[src/bmp_to_framebuffer_blit_macros.svh]
// ----------------------------------------------------------------------------
// bmp_to_framebuffer_blit assertion macros
// Concurrent assertion wrappers used by the bfb_parse module.
// ----------------------------------------------------------------------------
`ifndef BMP_TO_FRAMEBUFFER_BLIT_MACROS_SVH
`define BMP_TO_FRAMEBUFFER_BLIT_MACROS_SVH

`ifndef ASSERT_OFF

// property checked at every clock edge out of reset
`define BFB_ASSERT(lbl, clk, rstn, prop) \
  lbl: assert property (@(posedge clk) disable iff (!(rstn)) (prop)) \
    else $error("bfb assertion failed");

// antecedent implies consequent in the next cycle
`define BFB_ASSERT_NEXT(lbl, clk, rstn, ante, cons) \
  lbl: assert property (@(posedge clk) disable iff (!(rstn)) (ante) |=> (cons)) \
    else $error("bfb assertion failed");

`else

`define BFB_ASSERT(lbl, clk, rstn, prop)
`define BFB_ASSERT_NEXT(lbl, clk, rstn, ante, cons)

`endif

`endif

[src/bfb_pkg.sv]
// ----------------------------------------------------------------------------
// bfb_pkg
// Constants and types of the BMP to framebuffer blitter.
// ----------------------------------------------------------------------------
package bfb_pkg;

  localparam int FB_WIDTH_DEF  = 640;
  localparam int FB_HEIGHT_DEF = 480;

  localparam int HDR_POS_W = 6;
  localparam logic [HDR_POS_W-1:0] HEADER_BYTES = 6'd54;

  // header byte positions of the low 16 bits of width and height
  localparam logic [HDR_POS_W-1:0] HDR_WIDTH_LO  = 6'd18;
  localparam logic [HDR_POS_W-1:0] HDR_WIDTH_HI  = 6'd19;
  localparam logic [HDR_POS_W-1:0] HDR_HEIGHT_LO = 6'd22;
  localparam logic [HDR_POS_W-1:0] HDR_HEIGHT_HI = 6'd23;

  localparam int DIM_W     = 16;
  localparam int ROW_REG_W = 9;
  localparam int COL_REG_W = 10;
  localparam int ADDR_W    = 19;
  localparam int PIX_W     = 24;
  // covers framebuffer sides up to 4096
  localparam int COORD_W   = 12;

  // byte phase within a pixel
  localparam logic [1:0] PH_BLUE  = 2'd0;
  localparam logic [1:0] PH_GREEN = 2'd1;
  localparam logic [1:0] PH_RED   = 2'd2;

  // configuration register indexes
  localparam logic REG_START_ROW = 1'b0;
  localparam logic REG_START_COL = 1'b1;

  typedef struct packed {
    logic [COORD_W-1:0] row;
    logic [COORD_W-1:0] col;
    logic [PIX_W-1:0]   color;
    logic               last;
  } pix_t;

endpackage

[src/bfb_parse.sv]
// ----------------------------------------------------------------------------
// bfb_parse
// Byte parser: header fields, pixel grouping, padding skip, row/col tracking.
// ----------------------------------------------------------------------------
`include "bmp_to_framebuffer_blit_macros.svh"

module bfb_parse import bfb_pkg::*; #(
  parameter int FB_WIDTH  = FB_WIDTH_DEF,
  parameter int FB_HEIGHT = FB_HEIGHT_DEF
) (
  input  logic                 clk_i,
  input  logic                 rst_ni,
  input  logic [ROW_REG_W-1:0] start_row_i,
  input  logic [COL_REG_W-1:0] start_col_i,
  input  logic                 in_valid_i,
  output logic                 in_ready_o,
  input  logic [7:0]           data_byte_i,
  input  logic                 image_start_i,
  output logic                 pix_valid_o,
  output pix_t                 pix_o,
  input  logic                 pix_ready_i
);

  logic [HDR_POS_W-1:0] hdr_pos_q, hdr_pos_d;
  logic [DIM_W-1:0]     width_q, width_d;
  logic [DIM_W-1:0]     height_q, height_d;
  logic [DIM_W-1:0]     col_cnt_q, col_cnt_d;
  logic [DIM_W-1:0]     row_cnt_q, row_cnt_d;
  logic [1:0]           phase_q, phase_d;
  logic [1:0]           pad_q, pad_d;
  logic [7:0]           blue_q, blue_d;
  logic [7:0]           green_q, green_d;
  logic                 done_q, done_d;
  logic                 pix_valid_q, pix_valid_d;
  pix_t                 pix_q, pix_d;
  logic                 accept;
  logic                 emit;

  assign in_ready_o  = !pix_valid_q || pix_ready_i;
  assign accept      = in_valid_i && in_ready_o;
  assign pix_valid_o = pix_valid_q;
  assign pix_o       = pix_q;

  always_comb begin
    logic [HDR_POS_W-1:0] pos_w;
    logic [DIM_W-1:0]     w_w, h_w, col_w, row_w, row_off;
    logic [1:0]           phase_w, pad_w;
    logic                 done_w;
    logic [DIM_W:0]       row_full, col_full, col_next, row_next;
    logic                 last;

    hdr_pos_d = hdr_pos_q;
    width_d   = width_q;
    height_d  = height_q;
    col_cnt_d = col_cnt_q;
    row_cnt_d = row_cnt_q;
    phase_d   = phase_q;
    pad_d     = pad_q;
    blue_d    = blue_q;
    green_d   = green_q;
    done_d    = done_q;
    pix_d     = pix_q;
    emit      = 1'b0;

    // start marker wipes the image in progress
    pos_w   = image_start_i ? '0 : hdr_pos_q;
    w_w     = image_start_i ? '0 : width_q;
    h_w     = image_start_i ? '0 : height_q;
    col_w   = image_start_i ? '0 : col_cnt_q;
    row_w   = image_start_i ? '0 : row_cnt_q;
    phase_w = image_start_i ? PH_BLUE : phase_q;
    pad_w   = image_start_i ? '0 : pad_q;
    done_w  = image_start_i ? 1'b0 : done_q;

    row_off  = h_w - DIM_W'(1) - row_w;
    row_full = (DIM_W+1)'(start_row_i) + (DIM_W+1)'(row_off);
    col_full = (DIM_W+1)'(start_col_i) + (DIM_W+1)'(col_w);
    col_next = (DIM_W+1)'(col_w) + (DIM_W+1)'(1);
    row_next = (DIM_W+1)'(row_w) + (DIM_W+1)'(1);
    last     = (row_next == (DIM_W+1)'(h_w)) && (col_next == (DIM_W+1)'(w_w));

    if (accept) begin
      hdr_pos_d = pos_w;
      width_d   = w_w;
      height_d  = h_w;
      col_cnt_d = col_w;
      row_cnt_d = row_w;
      phase_d   = phase_w;
      pad_d     = pad_w;
      done_d    = done_w;
      if (!done_w) begin
        if (pos_w < HEADER_BYTES) begin
          case (pos_w)
            HDR_WIDTH_LO:  width_d[7:0]   = data_byte_i;
            HDR_WIDTH_HI:  width_d[15:8]  = data_byte_i;
            HDR_HEIGHT_LO: height_d[7:0]  = data_byte_i;
            HDR_HEIGHT_HI: height_d[15:8] = data_byte_i;
            default: ;
          endcase
          hdr_pos_d = pos_w + HDR_POS_W'(1);
          // empty image ends at the close of the header
          if ((hdr_pos_d == HEADER_BYTES) && (width_d == '0 || height_d == '0)) begin
            done_d = 1'b1;
          end
        end else if (pad_w != '0) begin
          pad_d = pad_w - 2'd1;
        end else begin
          case (phase_w)
            PH_BLUE: begin
              blue_d  = data_byte_i;
              phase_d = PH_GREEN;
            end
            PH_GREEN: begin
              green_d = data_byte_i;
              phase_d = PH_RED;
            end
            default: begin
              phase_d = PH_BLUE;
              emit = (row_full < (DIM_W+1)'(FB_HEIGHT)) &&
                     (col_full < (DIM_W+1)'(FB_WIDTH));
              pix_d.row   = row_full[COORD_W-1:0];
              pix_d.col   = col_full[COORD_W-1:0];
              pix_d.color = {blue_q, green_q, data_byte_i};
              pix_d.last  = last;
              if (col_next >= (DIM_W+1)'(w_w)) begin
                if (row_next >= (DIM_W+1)'(h_w)) begin
                  done_d    = 1'b1;
                  col_cnt_d = col_next[DIM_W-1:0];
                end else begin
                  row_cnt_d = row_next[DIM_W-1:0];
                  col_cnt_d = '0;
                  pad_d     = w_w[1:0];
                end
              end else begin
                col_cnt_d = col_next[DIM_W-1:0];
              end
            end
          endcase
        end
      end
    end

    if (accept) begin
      pix_valid_d = emit;
    end else begin
      pix_valid_d = pix_valid_q && !pix_ready_i;
    end
  end

  always_ff @(posedge clk_i or negedge rst_ni) begin
    if (!rst_ni) begin
      hdr_pos_q   <= '0;
      width_q     <= '0;
      height_q    <= '0;
      col_cnt_q   <= '0;
      row_cnt_q   <= '0;
      phase_q     <= PH_BLUE;
      pad_q       <= '0;
      done_q      <= 1'b1;
      pix_valid_q <= 1'b0;
    end else begin
      hdr_pos_q   <= hdr_pos_d;
      width_q     <= width_d;
      height_q    <= height_d;
      col_cnt_q   <= col_cnt_d;
      row_cnt_q   <= row_cnt_d;
      phase_q     <= phase_d;
      pad_q       <= pad_d;
      done_q      <= done_d;
      pix_valid_q <= pix_valid_d;
    end
  end

  always_ff @(posedge clk_i) begin
    blue_q  <= blue_d;
    green_q <= green_d;
    pix_q   <= pix_d;
  end

  `BFB_ASSERT(a_hdr_pos_range, clk_i, rst_ni, hdr_pos_q <= HEADER_BYTES)
  `BFB_ASSERT(a_counts_in_image, clk_i, rst_ni,
              (done_q || hdr_pos_q != HEADER_BYTES) ||
              (col_cnt_q < width_q && row_cnt_q < height_q))
  `BFB_ASSERT_NEXT(a_no_pix_while_idle, clk_i, rst_ni,
                   done_q && !(in_valid_i && image_start_i) && !pix_valid_q,
                   !pix_valid_q)

endmodule

[src/bfb_addr.sv]
// ----------------------------------------------------------------------------
// bfb_addr
// Output stage: framebuffer word address and result register.
// ----------------------------------------------------------------------------
module bfb_addr import bfb_pkg::*; #(
  parameter int FB_WIDTH = FB_WIDTH_DEF
) (
  input  logic              clk_i,
  input  logic              rst_ni,
  input  logic              pix_valid_i,
  input  pix_t              pix_i,
  output logic              pix_ready_o,
  output logic              out_valid_o,
  input  logic              out_ready_i,
  output logic [ADDR_W-1:0] fb_address_o,
  output logic [PIX_W-1:0]  pixel_word_o,
  output logic              last_pixel_o
);

  logic              out_valid_q;
  logic [ADDR_W-1:0] addr_q;
  logic [PIX_W-1:0]  word_q;
  logic              last_q;
  logic              load;
  logic [31:0]       addr_full;

  assign pix_ready_o = !out_valid_q || out_ready_i;
  assign load        = pix_valid_i && pix_ready_o;
  assign addr_full   = 32'(pix_i.row) * 32'(FB_WIDTH) + 32'(pix_i.col);

  always_ff @(posedge clk_i or negedge rst_ni) begin
    if (!rst_ni) begin
      out_valid_q <= 1'b0;
    end else if (pix_ready_o) begin
      out_valid_q <= pix_valid_i;
    end
  end

  always_ff @(posedge clk_i) begin
    if (load) begin
      addr_q <= addr_full[ADDR_W-1:0];
      word_q <= pix_i.color;
      last_q <= pix_i.last;
    end
  end

  assign out_valid_o  = out_valid_q;
  assign fb_address_o = addr_q;
  assign pixel_word_o = word_q;
  assign last_pixel_o = last_q;

endmodule

[src/bmp_to_framebuffer_blit.sv]
// ----------------------------------------------------------------------------
// bmp_to_framebuffer_blit
// 24-bit bottom-up BMP byte stream to framebuffer pixel writes.
// ----------------------------------------------------------------------------
//  channel  | direction | signals
//  ---------+-----------+------------------------------------------------
//  in       | sink      | in_valid_i/in_ready_o, data_byte_i, image_start_i
//  out      | source    | out_valid_o/out_ready_i, fb_address_o,
//           |           | pixel_word_o, last_pixel_o
//  apb      | slave     | psel, penable, pwrite, paddr, pwdata, prdata, pready
//
// one byte per cycle while in_ready_o is high; after its red byte a pixel write
// passes the parser register, then address multiply into the output register
// header and padding bytes produce no transaction
// out stall: the parser register and the output register hold one pixel each
// reset leaves the parser idle until a byte with image_start_i set
// ----------------------------------------------------------------------------
module bmp_to_framebuffer_blit import bfb_pkg::*; #(
  parameter int FB_WIDTH  = FB_WIDTH_DEF,
  parameter int FB_HEIGHT = FB_HEIGHT_DEF
) (
  input  logic              clk_i,
  input  logic              rst_ni,
  input  logic              in_valid_i,
  output logic              in_ready_o,
  input  logic [7:0]        data_byte_i,
  input  logic              image_start_i,
  output logic              out_valid_o,
  input  logic              out_ready_i,
  output logic [ADDR_W-1:0] fb_address_o,
  output logic [PIX_W-1:0]  pixel_word_o,
  output logic              last_pixel_o,
  input  logic              psel,
  input  logic              penable,
  input  logic              pwrite,
  input  logic [2:0]        paddr,
  input  logic [31:0]       pwdata,
  output logic [31:0]       prdata,
  output logic              pready
);

  logic [ROW_REG_W-1:0] start_row_q;
  logic [COL_REG_W-1:0] start_col_q;
  logic                 reg_wr;
  logic                 reg_idx;
  logic                 pix_valid;
  logic                 pix_ready;
  pix_t                 pix;

  assign pready  = 1'b1;
  assign reg_idx = paddr[2];
  assign reg_wr  = psel && penable && pwrite && pready;

  always_ff @(posedge clk_i or negedge rst_ni) begin
    if (!rst_ni) begin
      start_row_q <= '0;
      start_col_q <= '0;
    end else if (reg_wr) begin
      case (reg_idx)
        REG_START_ROW: start_row_q <= pwdata[ROW_REG_W-1:0];
        REG_START_COL: start_col_q <= pwdata[COL_REG_W-1:0];
        default: ;
      endcase
    end
  end

  always_comb begin
    case (reg_idx)
      REG_START_ROW: prdata = 32'(start_row_q);
      REG_START_COL: prdata = 32'(start_col_q);
      default:       prdata = '0;
    endcase
  end

  bfb_parse #(
    .FB_WIDTH  (FB_WIDTH),
    .FB_HEIGHT (FB_HEIGHT)
  ) u_parse (
    .clk_i         (clk_i),
    .rst_ni        (rst_ni),
    .start_row_i   (start_row_q),
    .start_col_i   (start_col_q),
    .in_valid_i    (in_valid_i),
    .in_ready_o    (in_ready_o),
    .data_byte_i   (data_byte_i),
    .image_start_i (image_start_i),
    .pix_valid_o   (pix_valid),
    .pix_o         (pix),
    .pix_ready_i   (pix_ready)
  );

  bfb_addr #(
    .FB_WIDTH (FB_WIDTH)
  ) u_addr (
    .clk_i        (clk_i),
    .rst_ni       (rst_ni),
    .pix_valid_i  (pix_valid),
    .pix_i        (pix),
    .pix_ready_o  (pix_ready),
    .out_valid_o  (out_valid_o),
    .out_ready_i  (out_ready_i),
    .fb_address_o (fb_address_o),
    .pixel_word_o (pixel_word_o),
    .last_pixel_o (last_pixel_o)
  );

endmodule
[config.mk]
export PLATFORM = sky130hd
export DESIGN_NAME = bmp_to_framebuffer_blit
export DESIGN_NICKNAME = d
export VERILOG_FILES = /design/src/bfb_pkg.sv /design/src/bfb_parse.sv /design/src/bfb_addr.sv /design/src/bmp_to_framebuffer_blit.sv
export VERILOG_INCLUDE_DIRS = /design/src /design/src/src
export SDC_FILE = /design/constraint.sdc
export NUM_CORES = 1
export LEC_CHECK = 0
export BUFFER_PORTS_ARGS = -buffer_cell sky130_fd_sc_hd__buf_2
export CAP_MARGIN = 15
export CORE_MARGIN = 2
export CORE_UTILIZATION = 60
export CTS_BUF_LIST = sky130_fd_sc_hd__clkbuf_8
export CTS_CLUSTER_SIZE = 40
export DETAILED_ROUTE_END_ITERATION = 16
export PLACE_DENSITY = 0.81
export RECOVER_POWER = 100
export SLEW_MARGIN = 20
export SYNTH_ARGS = -nofsm -noshare
export SYNTH_HDL_FRONTEND = slang
export SYNTH_SLANG_ARGS = --single-unit
[constraint.sdc]
create_clock -name clk_i -period 10.22 [get_ports clk_i]
set_input_delay 1.022 -clock clk_i [delete_from_list [all_inputs] [get_ports clk_i]]
set_output_delay 1.022 -clock clk_i [all_outputs]
set_load 0.005 [all_outputs]
==> impl_summary.log <==
INFO  metric overflow = 0
INFO  metric status = finished, violations left
INFO  metric power.density = approximately 140 nW/um^2
INFO  metric finish.net_count = between 1000 and 1500
INFO  metric port-buffer-count = 82
INFO  metric commonest_register_cell_after_synthesis = sky130_fd_sc_hd__edfxtp_1
INFO  metric initial_antenna_violation_count = 0
INFO  metric vias = 9432
INFO  metric use_met1 = roughly 36%
INFO  metric cts.clk_slew.worst_paths = around 0.060 ns
INFO  metric seq_area_frac_synth = a little under half
INFO  metric grt_first_pass_wirelength = 45700 um
INFO  metric rows = 52
INFO  metric setup_total_negative_slack = 0 ns
INFO  metric max_clock_freq = 134 MHz
INFO  metric peakVddDrop = 0.0864 mV
INFO  metric power.share.clock = between 30% and 40%
INFO  metric synthToLayoutAreaGrowth = 8.81%
INFO  metric wl_per_cell = 18.1 um
INFO  metric synth_top_cell_area_share = 26.3%
INFO  metric max_slew.worst_pin.slew = ~3.3 ns
INFO  metric type_of_element_launching_the_critical_path = input pin
INFO  metric cts-hold-fix-buffers = 0
INFO  metric tritoncts = done
INFO  metric worstPathMaxFanout = 57
INFO  metric sw_ratio = a little over a quarter
INFO  metric report.power.total = roughly 1.9 mW
INFO  metric grt.total_usage = about a quarter
INFO  metric routabilityCongestion = around 0.94
INFO  metric diodes = 0
INFO  metric drc_errors = 0
INFO  metric critPathArrivalTime = a little under 8 ns
INFO  metric use_met2 = a little over two fifths
INFO  metric clockBufferDepth = 3
INFO  metric total_length_of_routed_wires = approximately 28000 um
INFO  metric drive_above_1_share = 11.9%
INFO  metric cts_post_setup_buffers_inserted = 0
INFO  metric synthesis.yosys.warnings = 0
INFO  metric cts.root.buffer_cell = sky130_fd_sc_hd__clkbuf_8
INFO  metric avgSynthCellArea = around 11 sq um
INFO  metric worst_hold_path_type = reg2reg
INFO  metric die_outline_area = between 20000 and 25000 sq um
INFO  metric max_cap_viol_count = 5
INFO  metric power.share.combinational = between 10% and 20%
INFO  metric final-setup-viol-count = 0
INFO  metric synth.lib_cells_used.distinct = 86
INFO  metric total_leakage_power = ~5.8 nW
INFO  metric cts_inserted_buffers = 35
INFO  metric die_width = 148 um
INFO  metric post_synth_instance_area = between 10000 and 15000 sq um
INFO  metric dpl.hpwl = 20200 um
INFO  metric grt_start_max_net_pins = 77
INFO  metric clkSinkCount = a little over 200
INFO  metric floorplan.initialDensity = about 61%
INFO  metric period_share = between 70% and 80%
INFO  metric synth-async-reset-ratio = 46.8%
INFO  metric post_cts_resized = 0
INFO  metric global_route.peak_usage_layer = met2
INFO  metric fin_crit = 7.47 ns
INFO  metric syn-instance-count = between 1000 and 1500
INFO  metric pin_count = 130
INFO  metric criticalPathCategory = in2reg
INFO  metric switching_power = 0.496 mW
INFO  metric finalMaxSlewViolations = around 250
INFO  metric synth_edf_count = 109
INFO  metric crit_path_end_kind = flop
INFO  metric initialDrtViolationCount = a little under 800
INFO  metric grt_pass1_vias = around 9000
INFO  metric cts_htree_levels = 2
INFO  metric violations = capacitance limit, slew limit
INFO  metric grt_setup_unrepaired = no
INFO  metric vias_per_cell = about 6
INFO  metric ys_seq_elements = 205
INFO  metric synth_area_leader_cell = sky130_fd_sc_hd__edfxtp_1
INFO  metric fin_skew = slightly below 0.02 ns
INFO  metric ant_nets = 0
INFO  metric synthTopCellsByArea = sky130_fd_sc_hd__edfxtp_1 26%, sky130_fd_sc_hd__dfrtp_1 19%, sky130_fd_sc_hd__ha_1 9.0%
INFO  metric slew-limit-headroom = -117%
INFO  metric seq_power_share = 49.5%
INFO  metric internal-power = ~1.4 mW
INFO  metric timing.final.hold_violations = 0
INFO  metric chip_height = ~150 um
INFO  metric highest_count_cells_in_the_layout_ignoring_fill_and_taps = 109 x sky130_fd_sc_hd__edfxtp_1, 104 x sky130_fd_sc_hd__nand2_1, 95 x sky130_fd_sc_hd__dfrtp_1
INFO  metric grt_use_met3 = between 4 and 5%
INFO  metric crit_required = between 10 and 15 ns
INFO  metric leading_cell_type_in_the_layout_fill_and_taps_excluded = sky130_fd_sc_hd__edfxtp_1
INFO  metric drt-pass1-iter-count = 8
INFO  metric clock_latency = between 0.5 and 0.6 ns
INFO  metric coreArea = approximately 20000 sq um
## metrics by stage
stage / util [%] / std cells / instance area (sq um) / setup slack [ns] / hold WS [ns]
finish: 66.8 / 1559 / 13600 / 2.75 / 0.410
global route: 66.8 / 1559 / 13600 / 2.18 / 0.415
CTS: 67.3 / 1559 / 13700 / 4.39 / 0.407
detailed placement: 63.9 / 1495 / 13000 / 3.84 / 0.405
global placement: 63.9 / 1495 / 13000 / 3.99 / 0.400
floorplan: - / 1200 / 12500 / 4.57 / 0.400
## power groups by stage
stage	Combinational (mW)	Sequential (mW)	Clock, mW
after floorplan	0.169	0.924	0
after global placement	0.210	0.937	0
after detailed placement	0.218	0.939	0
after CTS	0.219	0.922	0.738
after global routing	0.242	0.925	0.778
final	0.217	0.924	0.727
## routing by layer
metal	up-vias	share of wire, %
met4	0	3.0
li1	4487	-
met3	68	6.4
met2	354	47
met1	4523	43
met5	-	0
## worst paths after layout
kind	start	to	depth (start not counted)	slack, ns
worst max-delay path	image_start_i	u_parse.col_cnt_q[10]$_DFFE_PN0P_	22	2.75
worst min-delay path	u_parse.green_q[4]$_DFFE_PP_	u_parse.pix_o[13]$_DFFE_PP_	0	0.41
worst max register to register	u_parse.col_cnt_q[0]$_DFFE_PN0P_	u_parse.col_cnt_q[10]$_DFFE_PN0P_	18	4.91
worst min register to register	u_parse.green_q[4]$_DFFE_PP_	u_parse.pix_o[13]$_DFFE_PP_	0	0.41
max in group asynchronous	rst_ni	u_parse.pix_valid_o$_DFF_PN0_	2	5.17
min in group asynchronous	rst_ni	u_parse.hdr_pos_q[1]$_DFFE_PN0P_	1	1.11
## worst max-delay path: stages
cell and delay (ns):
sky130_fd_sc_hd__clkbuf_1 0.08, sky130_fd_sc_hd__clkinv_1 0.04, sky130_fd_sc_hd__clkbuf_1 1.75, sky130_fd_sc_hd__nand2_1 0.37
sky130_fd_sc_hd__inv_1 0.24, sky130_fd_sc_hd__ha_1 0.26, sky130_fd_sc_hd__and4_1 0.23, sky130_fd_sc_hd__nand4_1 0.19
sky130_fd_sc_hd__nor2_1 0.31, sky130_fd_sc_hd__nand3_1 0.13, sky130_fd_sc_hd__xor2_1 0.14, sky130_fd_sc_hd__nor2_1 0.07
sky130_fd_sc_hd__ha_1 0.37, sky130_fd_sc_hd__nand2_1 0.07, sky130_fd_sc_hd__nand2_1 0.08, sky130_fd_sc_hd__a211o_1 0.17
sky130_fd_sc_hd__a21oi_1 0.06, sky130_fd_sc_hd__a2111oi_1 0.57, sky130_fd_sc_hd__o31ai_4 0.25, sky130_fd_sc_hd__a21oi_2 0.83
sky130_fd_sc_hd__nor2_1 0.30, sky130_fd_sc_hd__a22o_1 0.33
## logic make-up (layout without fill, tap and decap cells)
group / Yosys count / in the layout / share of synthesized area (%)
simple gates: 378 / 378 / 15.7
fa+ha+maj: 94 / 94 / 9.69
flops: 205 / 205 / 45.6
other cells: 2 / 23 / 0.0603
compound gates: 275 / 275 / 16.1
mux: 32 / 32 / 2.85
buf+inv: 116 / 205 / 4.46
xor+xnor: 77 / 77 / 5.57
## cell usage after synthesis (4+ instances only)
cell,count
sky130_fd_sc_hd__xor2_1,34
sky130_fd_sc_hd__and4_1,6
sky130_fd_sc_hd__o21ai_0,49
sky130_fd_sc_hd__nand2_1,104
sky130_fd_sc_hd__dfrtp_1,95
sky130_fd_sc_hd__xnor2_1,42
sky130_fd_sc_hd__a21o_1,23
sky130_fd_sc_hd__edfxtp_1,109
sky130_fd_sc_hd__nor2_1,62
sky130_fd_sc_hd__clkbuf_1,21
sky130_fd_sc_hd__o21ai_1,6
sky130_fd_sc_hd__a211o_1,6
sky130_fd_sc_hd__o31ai_1,5
sky130_fd_sc_hd__a22o_1,40
sky130_fd_sc_hd__buf_4,23
sky130_fd_sc_hd__a21oi_1,52
sky130_fd_sc_hd__a32o_1,4
sky130_fd_sc_hd__o21a_1,5
sky130_fd_sc_hd__a31oi_1,11
sky130_fd_sc_hd__nand4_1,16
sky130_fd_sc_hd__buf_1,5
sky130_fd_sc_hd__nor2b_1,37
sky130_fd_sc_hd__inv_1,54
sky130_fd_sc_hd__o211ai_1,7
sky130_fd_sc_hd__fa_1,4
sky130_fd_sc_hd__nand3b_1,7
sky130_fd_sc_hd__and2_1,9
sky130_fd_sc_hd__nand3_1,38
sky130_fd_sc_hd__mux2_2,28
sky130_fd_sc_hd__nand2b_1,12
sky130_fd_sc_hd__a211oi_1,12
sky130_fd_sc_hd__o41ai_1,8
sky130_fd_sc_hd__ha_1,90
sky130_fd_sc_hd__nor3b_1,10
sky130_fd_sc_hd__o21bai_1,7
sky130_fd_sc_hd__a221oi_1,4
sky130_fd_sc_hd__or2_2,5
sky130_fd_sc_hd__nor3_1,28
sky130_fd_sc_hd__mux2i_1,4
sky130_fd_sc_hd__nor4_1,8
sky130_fd_sc_hd__buf_2,8
sky130_fd_sc_hd__and3_1,16
## area by class of cell
class | count | area [sq um]
Clock buffer | 39 | 537
Clock inverter | 25 | 159
Fill cell | 1593 | 6750
Inverter | 55 | 206
Multi-Input combinational cell | 879 | 6250
Sequential cell | 205 | 5680
Tap cell | 270 | 338
Timing Repair Buffer | 86 | 388
## flip-flops by register name (all words and copies together) (netlist names), 2 cells and up
register and flops:
u_parse.pix_o 49, u_addr.pixel_word_o 24, u_addr.fb_address_o 19, u_parse.col_cnt_q 16
u_parse.height_q 16, u_parse.row_cnt_q 16, u_parse.width_q 16, start_col_q 10
start_row_q 9, u_parse.blue_q 8, u_parse.green_q 8, u_parse.hdr_pos_q 6
u_parse.pad_q 2, u_parse.phase_q 2
Note: power is estimated with default switching activity, not from simulation.
